File: src/rtl/core/dtp_pkg.sv
// Shared types, constants and the sine table for the tone player.
`default_nettype none

package dtp_pkg;

   localparam int DefaultQueueDepth = 8;

   localparam int FreqBits   = 13;
   localparam int MsBits     = 16;
   localparam int SampleBits = 16;
   localparam int LevelBits  = 4;
   localparam int LenBits    = 21;
   localparam int PhaseBits  = 24;

   localparam int TablePoints = 256;
   localparam int TableBits   = $clog2(TablePoints);
   localparam int Amplitude   = 32000;
   localparam int RateHz      = 16000;
   localparam int MsPerSec    = 1000;
   localparam int SamplesPerMs = RateHz / MsPerSec;

   // Phase step floor(f * 2^24 / RateHz) = f * StepWhole + floor(f * StepRem / RateHz).
   // The fractional part uses a rounded-up reciprocal of RateHz folded with StepRem.
   localparam longint unsigned StepWhole   = (64'd1 << PhaseBits) / RateHz;
   localparam longint unsigned StepRem     = (64'd1 << PhaseBits) % RateHz;
   localparam int              RecipShift  = 41;
   localparam longint unsigned StepRecip   = ((64'd1 << RecipShift) + RateHz - 1) / RateHz;
   localparam longint unsigned StepFracMul = StepRem * StepRecip;
   localparam int              FracMulBits = $clog2(StepFracMul + 1);

   localparam longint unsigned HalfPiQ30 = 64'd1686629713;

   typedef enum logic [1:0] {
      CmdTick    = 2'd0,
      CmdEnqueue = 2'd1,
      CmdClear   = 2'd2
   } dtp_cmd_type;

   typedef enum logic [1:0] {
      KindNop,
      KindTick,
      KindEnqueue,
      KindClear
   } dtp_kind_type;

   typedef struct packed {
      logic                 playable;
      logic [PhaseBits-1:0] step;
      logic [LenBits-1:0]   len;
   } dtp_tone_type;

   typedef struct packed {
      dtp_kind_type kind;
      dtp_tone_type tone;
   } dtp_item_type;

   typedef logic signed [SampleBits-1:0] sine_table_type [TablePoints];

   // sin(x) for x in [0, pi/2], argument and result in unsigned Q30
   function automatic longint unsigned sin_q30(input longint unsigned x);
      longint unsigned x2;
      longint unsigned term;
      longint unsigned prod;
      longint          sum;
      int              k;
      x2   = (x * x) >> 30;
      term = x;
      sum  = longint'(x);
      for (k = 1; k <= 7; k++) begin
         prod = (term * x2) >> 30;
         case (k)
            1:       term = prod / 6;
            2:       term = prod / 20;
            3:       term = prod / 42;
            4:       term = prod / 72;
            5:       term = prod / 110;
            6:       term = prod / 156;
            default: term = prod / 210;
         endcase
         if (k % 2 == 1) sum = sum - longint'(term);
         else            sum = sum + longint'(term);
      end
      return (sum < 0) ? 64'd0 : longint'(sum);
   endfunction

   function automatic sine_table_type build_sine_table();
      sine_table_type  tbl;
      int unsigned     quad;
      int unsigned     rem;
      int unsigned     part;
      longint unsigned x;
      longint unsigned mag;
      int              i;
      for (i = 0; i < TablePoints; i++) begin
         quad = (4 * i) / TablePoints;
         rem  = 4 * i - quad * TablePoints;
         part = (quad % 2 == 1) ? TablePoints - rem : rem;
         x    = (HalfPiQ30 * part) / TablePoints;
         mag  = (sin_q30(x) * Amplitude + (64'd1 << 19)) >> 30;
         if (mag > Amplitude) mag = Amplitude;
         tbl[i] = (quad >= 2) ? -$signed(SampleBits'(mag)) : $signed(SampleBits'(mag));
      end
      return tbl;
   endfunction

   localparam sine_table_type SineTable = build_sine_table();

endpackage

`default_nettype wire

File: src/rtl/core/dtp_front.sv
// Front end: registers each item, decodes the command and precomputes tone setup.
`default_nettype none

module dtp_front import dtp_pkg::*; (
   input  logic                clock,
   input  logic                reset,
   input  logic                req_valid,
   output logic                req_stall,
   input  logic [1:0]          req_cmd,
   input  logic [FreqBits-1:0] req_tone_freq,
   input  logic [MsBits-1:0]   req_tone_ms,
   output logic                item_valid,
   output dtp_item_type        item_data,
   input  logic                item_ready
);

   localparam int ProdBits = FreqBits + FracMulBits;

   logic                valid_ff, valid_in;
   logic [1:0]          cmd_ff;
   logic [FreqBits-1:0] freq_ff;
   logic [MsBits-1:0]   ms_ff;
   logic [FreqBits-1:0] frac_ff, frac_in;
   logic [ProdBits-1:0] frac_prod;
   logic                advance;

   assign advance   = !valid_ff || item_ready;
   assign req_stall = !advance;

   // floor(f * StepRem / RateHz) by reciprocal multiply
   assign frac_prod = ProdBits'(req_tone_freq) * ProdBits'(StepFracMul);
   assign frac_in   = frac_prod[RecipShift +: FreqBits];

   assign valid_in = advance ? req_valid : valid_ff;

   always_ff @(posedge clock) begin
      if (reset) begin
         valid_ff <= 1'b0;
      end else begin
         valid_ff <= valid_in;
      end
   end

   always_ff @(posedge clock) begin
      if (advance && req_valid) begin
         cmd_ff  <= req_cmd;
         freq_ff <= req_tone_freq;
         ms_ff   <= req_tone_ms;
         frac_ff <= frac_in;
      end
   end

   always_comb begin
      case (cmd_ff)
         CmdTick:    item_data.kind = KindTick;
         CmdEnqueue: item_data.kind = KindEnqueue;
         CmdClear:   item_data.kind = KindClear;
         default:    item_data.kind = KindNop;
      endcase
      item_data.tone.step     = PhaseBits'(freq_ff) * PhaseBits'(StepWhole)
                                + PhaseBits'(frac_ff);
      item_data.tone.len      = LenBits'(ms_ff) * LenBits'(SamplesPerMs);
      item_data.tone.playable = (freq_ff != '0) && (ms_ff != '0);
   end

   assign item_valid = valid_ff;

endmodule

`default_nettype wire

File: src/rtl/core/dtp_fifo.sv
// Small flop-based FIFO that decouples the front end from the back end.
`default_nettype none

module dtp_fifo import dtp_pkg::*; #(
   parameter int Width = 8,
   parameter int Depth = 2
) (
   input  logic             clock,
   input  logic             reset,
   input  logic             push,
   input  logic [Width-1:0] push_data,
   output logic             push_ready,
   output logic             pop_valid,
   output logic [Width-1:0] pop_data,
   input  logic             pop
);

   localparam int PtrBits   = (Depth > 1) ? $clog2(Depth) : 1;
   localparam int CountBits = $clog2(Depth + 1);

   logic [Width-1:0]     mem_ff [Depth];
   logic [PtrBits-1:0]   wr_ptr_ff, wr_ptr_in;
   logic [PtrBits-1:0]   rd_ptr_ff, rd_ptr_in;
   logic [CountBits-1:0] count_ff, count_in;
   logic                 do_push, do_pop;

   assign push_ready = (count_ff != CountBits'(Depth));
   assign pop_valid  = (count_ff != '0);
   assign pop_data   = mem_ff[rd_ptr_ff];
   assign do_push    = push && push_ready;
   assign do_pop     = pop && pop_valid;

   always_comb begin
      wr_ptr_in = wr_ptr_ff;
      rd_ptr_in = rd_ptr_ff;
      count_in  = count_ff;
      if (do_push) begin
         wr_ptr_in = (wr_ptr_ff == PtrBits'(Depth - 1)) ? '0 : wr_ptr_ff + PtrBits'(1);
      end
      if (do_pop) begin
         rd_ptr_in = (rd_ptr_ff == PtrBits'(Depth - 1)) ? '0 : rd_ptr_ff + PtrBits'(1);
      end
      if (do_push && !do_pop) begin
         count_in = count_ff + CountBits'(1);
      end else if (do_pop && !do_push) begin
         count_in = count_ff - CountBits'(1);
      end
   end

   always_ff @(posedge clock) begin
      if (reset) begin
         wr_ptr_ff <= '0;
         rd_ptr_ff <= '0;
         count_ff  <= '0;
      end else begin
         wr_ptr_ff <= wr_ptr_in;
         rd_ptr_ff <= rd_ptr_in;
         count_ff  <= count_in;
      end
   end

   always_ff @(posedge clock) begin
      if (do_push) begin
         mem_ff[wr_ptr_ff] <= push_data;
      end
   end

endmodule

`default_nettype wire

File: src/rtl/core/dtp_back.sv
// Back end: tone command queue, phase accumulator, sine lookup and result register.
`default_nettype none

module dtp_back import dtp_pkg::*; #(
   parameter int QueueDepth = DefaultQueueDepth
) (
   input  logic                         clock,
   input  logic                         reset,
   input  logic                         csr_write_en,
   input  logic                         csr_write_data,
   input  logic                         item_valid,
   input  dtp_item_type                 item_data,
   output logic                         item_pop,
   output logic                         rsp_valid,
   input  logic                         rsp_stall,
   output logic signed [SampleBits-1:0] rsp_sample,
   output logic                         rsp_sample_valid,
   output logic                         rsp_playing,
   output logic                         rsp_accepted,
   output logic [LevelBits-1:0]         rsp_queue_level
);

   localparam int PtrBits   = (QueueDepth > 1) ? $clog2(QueueDepth) : 1;
   localparam int CountBits = $clog2(QueueDepth + 1);

   function automatic logic [PtrBits-1:0] ptr_next(input logic [PtrBits-1:0] p);
      return (p == PtrBits'(QueueDepth - 1)) ? '0 : p + PtrBits'(1);
   endfunction

   dtp_tone_type         pend_ff [QueueDepth];
   logic                 enable_ff, enable_in;
   logic [PtrBits-1:0]   head_ff, head_in;
   logic [PtrBits-1:0]   tail_ff, tail_in;
   logic [CountBits-1:0] count_ff, count_in;
   logic                 active_ff, active_in;
   logic [PhaseBits-1:0] phase_ff, phase_in;
   logic [PhaseBits-1:0] step_ff, step_in;
   logic [LenBits-1:0]   left_ff, left_in;

   logic                         rsp_valid_ff, rsp_valid_in;
   logic signed [SampleBits-1:0] rsp_sample_ff, rsp_sample_in;
   logic                         rsp_sample_valid_ff, rsp_sample_valid_in;
   logic                         rsp_playing_ff, rsp_playing_in;
   logic                         rsp_accepted_ff, rsp_accepted_in;
   logic [LevelBits-1:0]         rsp_queue_level_ff, rsp_queue_level_in;

   logic                 fire;
   logic                 wr_en;
   logic                 take;
   logic                 start;
   logic                 sound;
   dtp_tone_type         head_tone;
   logic [PhaseBits-1:0] base_phase;
   logic [PhaseBits-1:0] cur_step;
   logic [LenBits-1:0]   cur_left;

   assign fire      = item_valid && (!rsp_valid_ff || !rsp_stall);
   assign item_pop  = fire;
   assign head_tone = pend_ff[head_ff];

   assign enable_in = csr_write_en ? csr_write_data : enable_ff;

   // A tick on an idle player takes the head tone; a playable one sounds on this tick while audio is enabled.
   assign take  = fire && (item_data.kind == KindTick) && !active_ff && (count_ff != '0);
   assign start = take && enable_ff && head_tone.playable;
   assign sound = fire && (item_data.kind == KindTick) && (active_ff || start);

   assign base_phase = start ? '0 : phase_ff;
   assign cur_step   = start ? head_tone.step : step_ff;
   assign cur_left   = start ? head_tone.len : left_ff;

   always_comb begin
      head_in         = head_ff;
      tail_in         = tail_ff;
      count_in        = count_ff;
      wr_en           = 1'b0;
      rsp_accepted_in = 1'b0;
      if (fire) begin
         case (item_data.kind)
            KindEnqueue: begin
               if (enable_ff && (count_ff != CountBits'(QueueDepth))) begin
                  wr_en           = 1'b1;
                  tail_in         = ptr_next(tail_ff);
                  count_in        = count_ff + CountBits'(1);
                  rsp_accepted_in = 1'b1;
               end
            end
            KindClear: begin
               head_in  = '0;
               tail_in  = '0;
               count_in = '0;
            end
            KindTick: begin
               if (take) begin
                  head_in  = ptr_next(head_ff);
                  count_in = count_ff - CountBits'(1);
               end
            end
            default: begin
            end
         endcase
      end
   end

   always_comb begin
      active_in = active_ff;
      phase_in  = phase_ff;
      step_in   = step_ff;
      left_in   = left_ff;
      if (sound) begin
         phase_in  = base_phase + cur_step;
         step_in   = cur_step;
         left_in   = cur_left - LenBits'(1);
         active_in = (cur_left != LenBits'(1));
      end
   end

   always_comb begin
      rsp_valid_in        = rsp_valid_ff && rsp_stall;
      rsp_sample_in       = rsp_sample_ff;
      rsp_sample_valid_in = rsp_sample_valid_ff;
      rsp_playing_in      = rsp_playing_ff;
      rsp_queue_level_in  = rsp_queue_level_ff;
      if (fire) begin
         rsp_valid_in        = 1'b1;
         rsp_sample_in       = sound ? SineTable[base_phase[PhaseBits-1 -: TableBits]] : '0;
         rsp_sample_valid_in = sound;
         rsp_playing_in      = sound || active_in;
         rsp_queue_level_in  = LevelBits'(count_in);
      end
   end

   always_ff @(posedge clock) begin
      if (reset) begin
         enable_ff    <= 1'b1;
         head_ff      <= '0;
         tail_ff      <= '0;
         count_ff     <= '0;
         active_ff    <= 1'b0;
         phase_ff     <= '0;
         step_ff      <= '0;
         left_ff      <= '0;
         rsp_valid_ff <= 1'b0;
      end else begin
         enable_ff    <= enable_in;
         head_ff      <= head_in;
         tail_ff      <= tail_in;
         count_ff     <= count_in;
         active_ff    <= active_in;
         phase_ff     <= phase_in;
         step_ff      <= step_in;
         left_ff      <= left_in;
         rsp_valid_ff <= rsp_valid_in;
      end
   end

   always_ff @(posedge clock) begin
      if (wr_en) begin
         pend_ff[tail_ff] <= item_data.tone;
      end
   end

   // hold the result while it is stalled
   always_ff @(posedge clock) begin
      if (fire) begin
         rsp_accepted_ff <= rsp_accepted_in;
      end
      rsp_sample_ff       <= rsp_sample_in;
      rsp_sample_valid_ff <= rsp_sample_valid_in;
      rsp_playing_ff      <= rsp_playing_in;
      rsp_queue_level_ff  <= rsp_queue_level_in;
   end

   assign rsp_valid        = rsp_valid_ff;
   assign rsp_sample       = rsp_sample_ff;
   assign rsp_sample_valid = rsp_sample_valid_ff;
   assign rsp_playing      = rsp_playing_ff;
   assign rsp_accepted     = rsp_accepted_ff;
   assign rsp_queue_level  = rsp_queue_level_ff;

endmodule

`default_nettype wire

File: src/rtl/core/dds_tone_player_top.sv
// Sine tone player top level: front end, decoupling FIFO and synthesis back end.
//
// The player takes one item per clock while req_stall is low and returns one result
// per item, in order. An item passes the front register (command decode and phase
// step setup), a two-entry FIFO and the back end, whose output register holds the
// result as the back end pops the item from the FIFO. The back end retires one item
// per cycle from the FIFO unless rsp_stall holds the output register; when it does,
// the FIFO absorbs two items and the front register a third before req_stall rises.
// Tone commands wait in a QueueDepth-entry queue; a sample tick on an idle player
// takes the head tone; if enabled, a playable one produces its first sample on that tick.
// The sine lookup is a constant 256-entry table indexed by the top phase bits.
// The audio enable register resets to 1 and should be written only while idle.
`default_nettype none

module dds_tone_player_top import dtp_pkg::*; #(
   parameter int QueueDepth = DefaultQueueDepth
) (
   input  logic                         clock,
   input  logic                         reset,
   input  logic                         req_valid,
   output logic                         req_stall,
   input  logic [1:0]                   req_cmd,
   input  logic [FreqBits-1:0]          req_tone_freq,
   input  logic [MsBits-1:0]            req_tone_ms,
   output logic                         rsp_valid,
   input  logic                         rsp_stall,
   output logic signed [SampleBits-1:0] rsp_sample,
   output logic                         rsp_sample_valid,
   output logic                         rsp_playing,
   output logic                         rsp_accepted,
   output logic [LevelBits-1:0]         rsp_queue_level,
   input  logic                         csr_write_en,
   input  logic                         csr_write_data
);

   localparam int ItemBits = $bits(dtp_item_type);

   logic                front_valid;
   dtp_item_type        front_item;
   logic                fifo_ready;
   logic                fifo_valid;
   logic [ItemBits-1:0] fifo_data;
   dtp_item_type        back_item;
   logic                back_pop;

   dtp_front u_front (
      .clock         (clock),
      .reset         (reset),
      .req_valid     (req_valid),
      .req_stall     (req_stall),
      .req_cmd       (req_cmd),
      .req_tone_freq (req_tone_freq),
      .req_tone_ms   (req_tone_ms),
      .item_valid    (front_valid),
      .item_data     (front_item),
      .item_ready    (fifo_ready)
   );

   dtp_fifo #(
      .Width (ItemBits),
      .Depth (2)
   ) u_fifo (
      .clock      (clock),
      .reset      (reset),
      .push       (front_valid),
      .push_data  (ItemBits'(front_item)),
      .push_ready (fifo_ready),
      .pop_valid  (fifo_valid),
      .pop_data   (fifo_data),
      .pop        (back_pop)
   );

   assign back_item = dtp_item_type'(fifo_data);

   dtp_back #(
      .QueueDepth (QueueDepth)
   ) u_back (
      .clock            (clock),
      .reset            (reset),
      .csr_write_en     (csr_write_en),
      .csr_write_data   (csr_write_data),
      .item_valid       (fifo_valid),
      .item_data        (back_item),
      .item_pop         (back_pop),
      .rsp_valid        (rsp_valid),
      .rsp_stall        (rsp_stall),
      .rsp_sample       (rsp_sample),
      .rsp_sample_valid (rsp_sample_valid),
      .rsp_playing      (rsp_playing),
      .rsp_accepted     (rsp_accepted),
      .rsp_queue_level  (rsp_queue_level)
   );

endmodule

`default_nettype wire

File: config.mk
export PLATFORM = sky130hd
export DESIGN_NAME = dds_tone_player_top
export DESIGN_NICKNAME = d
export VERILOG_FILES = /design/src/rtl/core/dtp_pkg.sv /design/src/rtl/core/dtp_front.sv /design/src/rtl/core/dtp_fifo.sv /design/src/rtl/core/dtp_back.sv /design/src/rtl/core/dds_tone_player_top.sv
export SDC_FILE = /design/constraint.sdc
export NUM_CORES = 1
export LEC_CHECK = 0
export ABC_CLOCK_PERIOD_IN_PS = 7100
export BUFFER_PORTS_ARGS = -buffer_cell sky130_fd_sc_hd__buf_4
export CAP_MARGIN = 5
export CORE_MARGIN = 2
export CORE_UTILIZATION = 61
export CTS_CLUSTER_DIAMETER = 100
export DETAILED_ROUTE_END_ITERATION = 6
export GPL_TIMING_DRIVEN = 0
export PLACE_DENSITY = 0.8
export SLEW_MARGIN = 20
export SYNTH_ARGS = -nofsm -noshare
export SYNTH_HDL_FRONTEND = slang
export SYNTH_SLANG_ARGS = --single-unit
File: constraint.sdc
create_clock -name clock -period 7.1 [get_ports clock]
set_input_delay 0 -clock clock [delete_from_list [all_inputs] [get_ports clock]]
set_output_delay 0 -clock clock [all_outputs]
set_load 0.005 [all_outputs]
==> impl_metrics.csv, run 1 <==
group,metric,value,unit
clock_tree,cts_sinks,572,
global_route,grt_pass1_wl,318000,µm
floorplanning,start_util,0.616,
clock_tree,clock-root-buffer,"clkbuf_16",
run_status,first-error,"[ERROR GRT-0116] Global routing finished with congestion. Check the congestion regions in the DRC Viewer.",
synthesis,ys_types,86,
synthesis,yosys.area.top_type,"edfxtp_1",
synthesis,yosys_warnings,0,
global_route,grt_overflow_total,515,
floorplanning,io_pins,62,
run_status,stop_stage,"global routing (5_1_grt)",
placed_design,dp_hpwl,108000,µm
global_route,first_global_vias,39707,
floorplanning,die_w,245,µm
clock_tree,cts_max_path_buffers,3,
global_route,grt_usage,0.731,
run_status,status,"did not finish",
synthesis,ys_seq_elements,572,
synthesis,yosysTopAreaCellShare,0.407,
synthesis,ys.flop_type,"edfxtp_1",
synthesis,avgSynthCellArea,11.3,µm²
placed_design,place_area,37400,µm²
synthesis,synth.net_count,3567,
synthesis,synth.area.top_cells,"edfxtp_1 (41%), ha_1 (8.6%), fa_1 (7.4%), mux4_2 (5.3%), dfxtp_1 (5.1%)",
synthesis,synth_area,35500,µm²
synthesis,synthCells,3154,
placed_design,preCtsSetupSlack,-1950,ps
floorplanning,rows,88,
floorplanning,fp.dieH,245,µm
synthesis,synth_edf_count,481,
global_route,grt_start_max_net_pins,29,
synthesis,yosysSeqAreaShare,0.458,
placed_design,io_buffers,60,
placed_design,place_congestion,1.16,
clock_tree,cts_made_buffers,54,
clock_tree,h-tree-depth,2,
synthesis,synthArstFlopShare,0,
[Yosys cell counts (7+ instances only)]
cell type / count
and4_1: 7
o311ai_0: 12
a21o_1: 15
mux2i_1: 25
buf_1: 16
nand4_1: 21
nor3_1: 63
dfxtp_1: 91
o22ai_1: 18
a221oi_1: 10
or2_2: 9
and2_1: 54
o21ai_1: 19
nand2_1: 232
o221ai_1: 12
a2111oi_0: 16
nor4_1: 12
xor2_1: 31
inv_1: 326
buf_2: 25
mux2_2: 49
o21ai_0: 122
o211ai_1: 30
o21a_1: 20
clkbuf_1: 121
nor2b_1: 26
nor2_1: 218
xnor2_1: 53
fa_1: 132
a311oi_1: 13
or3_1: 17
nand3_1: 45
ha_1: 244
edfxtp_1: 481
nand2b_1: 51
o31ai_1: 16
a31oi_1: 61
a21oi_1: 178
a22oi_1: 9
mux4_2: 83
and3_1: 10
a211oi_1: 45
o2111ai_1: 7
[cells by family after synthesis]
logic type,synth area share
AND/OR/NAND/NOR,0.107
AO/OA/AOI/OAI,0.124
flip-flops,0.458
buffers and inverters,0.0540
adder cells (fa/ha/maj),0.160
multiplexers,0.0760
XOR/XNOR,0.0207
[repair_timing]
item                                    in CTS
resized for setup                           24
buffers inserted                             0
endpoints found under the setup margin      21
hold endpoints to repair                    50
pin swaps                                    1
hold buffers                                35
[stage by stage]
stage                     instances   util
after floorplan                3154      -
after global placement         3979  0.641
after detailed placement       4004  0.649
after CTS                      4139  0.688
[metal layers]
layer	global-route usage	GRT overflow
met4	0.722	186
met1	0.740	1
met5	0.201	0
met2	0.914	310
met3	0.555	18
==> run 2: changes to the inputs <==
CORE_UTILIZATION = 40   (was 61)
CTS_CLUSTER_DIAMETER = default   (was 100)
PLACE_DENSITY = default   (was 0.8)
PLACE_DENSITY_LB_ADDON = 0.15   (was default)
==> run 2 against run 1 <==
The flow now finishes, with violations (negative setup slack); synthesized cell count unchanged; synthesized area unchanged.
==> impl_metrics.csv, run 2 <==
group,metric,value,unit
clock_tree,insertion_delay,670,ps
setup_path,cp_data_required_time,7470,ps
floorplanning,fp.dieH,302,µm
setup_path,worst-r2r-cell-count,16,
min_path,min_path_cells,2,
placed_design,dp_hpwl,112000,µm
final_layout,largest_reg_flops,328,
min_path,hold_path.class,"input pin to flip-flop",
global_route,first_global_vias,28046,
clock_tree,cts_tree,"done",
synthesis,synthArstFlopShare,0,
drt,via_count,27545,
synthesis,synth.net_count,3567,
setup_path,worstPathArrival,7690,ps
global_route,grt_usage,0.332,
floorplanning,dieArea,91100,µm²
synthesis,synth.most_common_cell,"edfxtp_1",
synthesis,synth.area.top_cells,"edfxtp_1 (41%), ha_1 (8.6%), fa_1 (7.4%), mux4_2 (5.3%), dfxtp_1 (5.1%)",
sta,timing.final.ws_setup,-222,ps
sta,fin_crit,7320,ps
power_and_ir_drop,power_density,278,nW/µm²
final_layout,top_regs,"u_back.pend_ff x328, u_fifo.mem_ff x86",
synthesis,synth_area,35500,µm²
drt,wire_per_inst,32.9,µm
setup_path,crit_slowest_cell,"nor2_1",
setup_path,critPathMaxStageDelay,710,ps
sta,slew_headroom,0.153,
synthesis,synthTopCellsByCount,"edfxtp_1 (481), inv_1 (326), ha_1 (244)",
global_route,grt_start_max_net_pins,44,
final_layout,layout-drive-gt1-share,0.125,
setup_path,reg2reg_slack,-220,ps
job,max_cap_viol_count,0,
global_route,antenna_found_initial,7,
setup_path,rr_endpoint,"u_back.rsp_sample[3]",
min_path,hold_start,"req_tone_ms[1]",
global_route,grt_overflow_total,0,
setup_path,worst_setup_path_end_kind,"flip-flop",
clock_tree,clk_pin_slew_worst_paths,60,ps
sta,rsz0062_at_grt,"true",
sta,fmax,137,MHz
final_layout,regMostFlops,"u_back.pend_ff",
placed_design,io_buffers,60,
synthesis,yosys_warnings,0,
setup_path,worstPathCellList,"buf_6 -> or3b_4 -> a2111oi_4 -> nand3_1 -> clkbuf_2 -> clkbuf_2 -> nand2_2 -> clkinvlp_4 -> ha_1 -> nor2_1 -> o21ai_1 -> a31oi_1 -> nor2b_1 -> or3_1 -> a221oi_1 -> nor3_2",
synthesis,ys.flop_type,"edfxtp_1",
final_layout,mostFrequentLayoutCells,"edfxtp_1 (481), inv_1 (322), ha_1 (244), nand2_1 (230), nor2_1 (202)",
run_status,status,"complete, but fails checks",
sta,period_share,1.03,
synthesis,yosysTopAreaCellShare,0.407,
setup_path,path_class,"flip-flop to flip-flop",
floorplanning,core-area,88100,µm²
synthesis,avgSynthCellArea,11.3,µm²
clock_tree,cts_sinks,572,
synthesis,synthCells,3154,
synthesis,ys_types,86,
floorplanning,io_pins,62,
final_layout,fillCellCount,8220,
drt,viasPerCell,6.05,
run_status,failed_checks,"negative setup slack",
sta,finalHoldViolations,0,
drt,drt_pass1_iterations,6,
sta,drv_slew,0,
final_layout,fin_nets,3754,
synthesis,synth_edf_count,481,
sta,tns,-349,ps
floorplanning,rows,109,
min_path,holdPathEnd,"u_front.ms_ff[1]",
drt,drtIter0Drc,2759,
placed_design,place_congestion,1.04,
clock_tree,cts_made_buffers,58,
synthesis,yosysSeqAreaShare,0.458,
drt,drc,0,
setup_path,startpoint_type,"flip-flop",
final_layout,layout.cells.non_filler,4556,
final_layout,final_common_cell,"edfxtp_1",
power_and_ir_drop,ir_worst_vdd,0.000211,V
sta,worst_pin_slew,1270,ps
setup_path,cp_top_family,"simple AND/OR/NAND/NOR gates",
power_and_ir_drop,leakage,15.1,nW
setup_path,worst-path-buf-inv,4,
clock_tree,h-tree-depth,2,
placed_design,dp.cells,4407,
drt,wl,150000,µm
floorplanning,start_util,0.403,
global_route,grt_pass1_wl,212000,µm
synthesis,ys_seq_elements,572,
sta,setup_violations,4,
clock_tree,cts_max_path_buffers,3,
sta,skew,66.9,ps
clock_tree,clock-root-buffer,"clkbuf_16",
floorplanning,die_w,302,µm
drt,ant_nets,0,
synthesis,yosys.area.top_type,"edfxtp_1",
setup_path,cpMostUsedCell,"clkbuf_2",
setup_path,cp_max_fo,10,
final_layout,area_growth_syn_to_layout,13.7,%
==> run 2: cell counts after synthesis <==
Identical to the previous run, type by type.
==> run 2: where the power goes <==
group,leakage (nW),internal (mW),switching (mW)
clock network,0.871,1.62,1.32
registers,5.12,4.21,0.0920
logic,9.11,1.59,2.38
==> run 2: worst reg2reg max path, delay by kind of cell (launching register included) <==
kind | cells | cell delay, ps
buffers and inverters | 4 | 1560
and+or+nand+nor | 7 | 2930
adders and majority gates | 1 | 400
AOI/OAI and AO/OA | 4 | 1860
DFF | 1 | 310
==> run 2: layout make-up <==
type,instances,area (µm²),share of cell area
Inverter,331,1260,0.0312
Clock buffer,75,1550,0.0383
Buffer,162,684,0.0170
Sequential cell,572,16300,0.403
Clock inverter,29,274,0.00679
Multi-Input combinational cell,2085,17600,0.435
Timing Repair Buffer,131,1300,0.0322
Tap cell,1165,1460,0.0361
Antenna cell,6,15.0,0.000372
==> run 2: worst max path at each step <==
stage / slack, ps / start / endpoint / cells past startpoint
6_report: -220 / flip-flop / u_back.rsp_sample[3] / 16
5_1_grt: -110 / flip-flop / u_back.rsp_sample[4] / 17
4_1_cts: -70 / flip-flop / u_back.rsp_sample[4] / 19
3_5_place_dp: -1960 / flip-flop / u_back.rsp_sample[4] / 18
3_3_place_gp: -2570 / flip-flop / u_back.rsp_sample[8] / 17
2_1_floorplan: 2000 / req_tone_freq[1] / u_front.frac_ff[12] / 18
==> run 2: cell families (layout without fill, tap and decap cells) <==
kind of cell    after synthesis  count (layout)  share of synthesized area
simple gates                794             794                      0.107
compound gates              672             672                      0.124
flops                       572             572                      0.458
buf+inv                     497             728                     0.0540
fa+ha+maj                   376             376                      0.160
mux                         159             159                     0.0760
xor+xnor                     84              84                     0.0207
other cells                   0               6                          0
==> run 2: layer usage <==
layer,part of all wire,wire length (µm),GRT usage
met1,0.38,57200,0.392
met2,0.47,70100,0.539
met3,0.060,9030,0.0642
met4,0.089,13300,0.248
met5,0.00023,35,0
==> run 2: what timing repair did <==
item,in CTS,in global routing
setup endpoints to repair,20,16
hold buffers,35,0
pin swaps,1,2
endpoints found under the hold margin,51,0
resized for setup,26,24
setup buffers,4,3
==> run 2: per-stage QoR <==
stage                     hold slack, ps  instance area [µm²]  setup WS, ps  power (mW)   util
after global placement               179                37400         -2570        8.18  0.425
after floorplan                     98.9                35500          2000        7.05      -
after CTS                           21.1                40200         -73.3        11.3  0.457
after detailed placement             179                38000         -1960        8.32  0.431
after global routing                39.9                40300          -113        11.9  0.458
final                               45.0                40400          -222        11.2  0.458
No activity file was read; power rests on OpenSTA's default activity.
==> run 3: changes to the inputs <==
ABC_CLOCK_PERIOD_IN_PS = 8200   (was 7100)
clock period = 8.2 ns   (was 7.1 ns; I/O delays follow)
==> run 3 against run 2 <==
The run ends with design-rule violations, negative setup slack left; sequential cell count stayed put; final cell count down 0.11%; via count barely moved; die area unchanged; global-route usage about the same; combinational power decreased by 13%; critical endpoint is now u_back.rsp_sample[4].
==> impl_metrics.csv, run 3 (same netlist as run 2, synthesis figures left out) <==
group,metric,value,unit
power_and_ir_drop,clockPowerShare,0.262,
drt,wire_per_inst,32.9,µm
power_and_ir_drop,internal-power,6.42,mW
power_and_ir_drop,pwr-share-comb,0.354,
final_layout,layout-drive-gt1-share,0.117,
placed_design,io_buffers,60,
job,max_cap_viol_count,0,
final_layout,fillCellCount,8241,
placed_design,dp_hpwl,112000,µm
final_layout,regMostFlops,"u_back.pend_ff",
final_layout,multi_input_area,17500,µm²
final_layout,fin_util,0.457,
clock_tree,insertion_delay,670,ps
setup_path,critPathMaxStageDelay,980,ps
floorplanning,rows,109,
final_layout,fin_area,40200,µm²
min_path,hold_path.class,"input pin to flip-flop",
floorplanning,fp.dieH,302,µm
global_route,antenna_found_initial,11,
global_route,first_global_vias,28066,
run_status,failed_checks,"design-rule violations, negative setup slack",
setup_path,cp.depth,17,
global_route,grt_usage,0.332,
sta,timing.final.ws_setup,-188,ps
final_layout,largest_reg_flops,328,
sta,worst_pin_slew,1290,ps
sta,skew,64.8,ps
clock_tree,cts_max_path_buffers,3,
clock_tree,cts_made_buffers,58,
power_and_ir_drop,ir_worst_vdd,0.000183,V
floorplanning,dieArea,91100,µm²
power_and_ir_drop,power_density,241,nW/µm²
setup_path,cpMostUsedCell,"clkbuf_2",
sta,fin_crit,8390,ps
power_and_ir_drop,leakage,15.0,nW
power_and_ir_drop,switching_share,0.339,
setup_path,cp_data_required_time,8510,ps
final_layout,top_regs,"u_back.pend_ff x328, u_fifo.mem_ff x86",
placed_design,place_area,38000,µm²
setup_path,cp_top_family,"buffers and inverters",
sta,setup_violations,4,
min_path,hold_start,"req_tone_ms[1]",
drt,ant_nets,0,
setup_path,crit_slowest_cell,"o311ai_0",
placed_design,preCtsSetupSlack,-858,ps
global_route,grt_pass1_wl,212000,µm
sta,fmax,119,MHz
final_layout,mostFrequentLayoutCells,"edfxtp_1 (481), inv_1 (324), ha_1 (244), nand2_1 (231), nor2_1 (205)",
clock_tree,clock-root-buffer,"clkbuf_16",
floorplanning,core-area,88100,µm²
final_layout,final_common_cell,"edfxtp_1",
drt,viasPerCell,6.06,
drt,drt_pass1_iterations,7,
drt,drtIter0Drc,2844,
floorplanning,io_pins,62,
power_and_ir_drop,seq_power_share,0.384,
setup_path,worstPathArrival,8690,ps
floorplanning,start_util,0.403,
final_layout,seqCellArea,16300,µm²
sta,finalHoldViolations,0,
global_route,grt_start_max_net_pins,44,
setup_path,cp_max_fo,10,
setup_path,worst_setup_path_end_kind,"flip-flop",
setup_path,startpoint_type,"flip-flop",
sta,period_share,1.02,
placed_design,place_congestion,1.04,
setup_path,path_class,"flip-flop to flip-flop",
sta,rsz0062_at_grt,"false",
run_status,status,"complete, but fails checks",
floorplanning,die_w,302,µm
clock_tree,cts_tree,"done",
drt,via_count,27567,
final_layout,area_growth_syn_to_layout,13.4,%
clock_tree,clk_pin_slew_worst_paths,60,ps
drt,drc,9,
global_route,grt_overflow_total,0,
sta,hold_ws,43.9,ps
min_path,min_path_cells,2,
power_and_ir_drop,p_switching,3.29,mW
setup_path,worst-r2r-cell-count,17,
sta,drv_slew,0,
clock_tree,h-tree-depth,2,
setup_path,worst-path-buf-inv,6,
drt,wl,150000,µm
sta,slew_headroom,0.143,
final_layout,fin_nets,3751,
setup_path,worstPathCellList,"buf_2 -> mux4_2 -> mux2_1 -> nand3_1 -> clkbuf_2 -> clkbuf_2 -> clkbuf_1 -> nand2_2 -> ha_1 -> clkbuf_1 -> clkbuf_2 -> nor3_1 -> a31oi_1 -> o21ai_0 -> a31oi_1 -> o311ai_0 -> o41ai_4",
clock_tree,cts_sinks,572,
[run 3: through the flow]
| step | total power [mW] | setup TNS, ps | instances |
|---|---|---|---|
| 6_report | 9.71 | -476 | 4551 |
| 4_1_cts | 9.78 | 0 | 4546 |
| 3_3_place_gp | 7.08 | -14190 | 4379 |
| 2_1_floorplan | 6.10 | 0 | 3154 |
| 5_1_grt | 10.3 | 0 | 4548 |
| 3_5_place_dp | 7.20 | -4650 | 4407 |
[run 3: final timing paths]
check	to	slack, ps
hold / removal	u_front.ms_ff[1]	40
setup reg to reg	u_back.rsp_sample[4]	-190
hold reg to reg	u_back.phase_ff[11]	450
setup / recovery	u_back.rsp_sample[4]	-190
[run 3: timing repair]
action	CTS	global route
buffers inserted	0	0
endpoints found under the setup margin	11	5
pin swaps	0	1
gates resized for setup	8	5
hold buffers	35	0
hold endpoints to repair	51	0
gates cloned	0	0
[run 3: power groups by stage]
stage,sequential [mW],combinational [mW],clock [mW]
after CTS,3.73,3.46,2.59
after floorplan,3.77,2.33,0
after global placement,3.79,3.29,0
final,3.73,3.44,2.55
after detailed placement,3.79,3.41,0
after global routing,3.75,3.88,2.70
[run 3: layout make-up]
type                       instances  area share
timing repair buffer             124      0.0310
multi-input combinational       2085       0.435
tap                             1165      0.0362
antenna                            4    0.000249
buffer                           166      0.0171
clock inverter                    29     0.00681
sequential                       572       0.404
inverter                         331      0.0311
clock buffer                      75      0.0384
[run 3: routing by layer]
metal	part of all wire	track usage	routed length, µm
met1	0.38	0.391	56800
met5	0.00031	0	46
met3	0.063	0.0665	9370
met4	0.088	0.245	13100
met2	0.47	0.540	70400
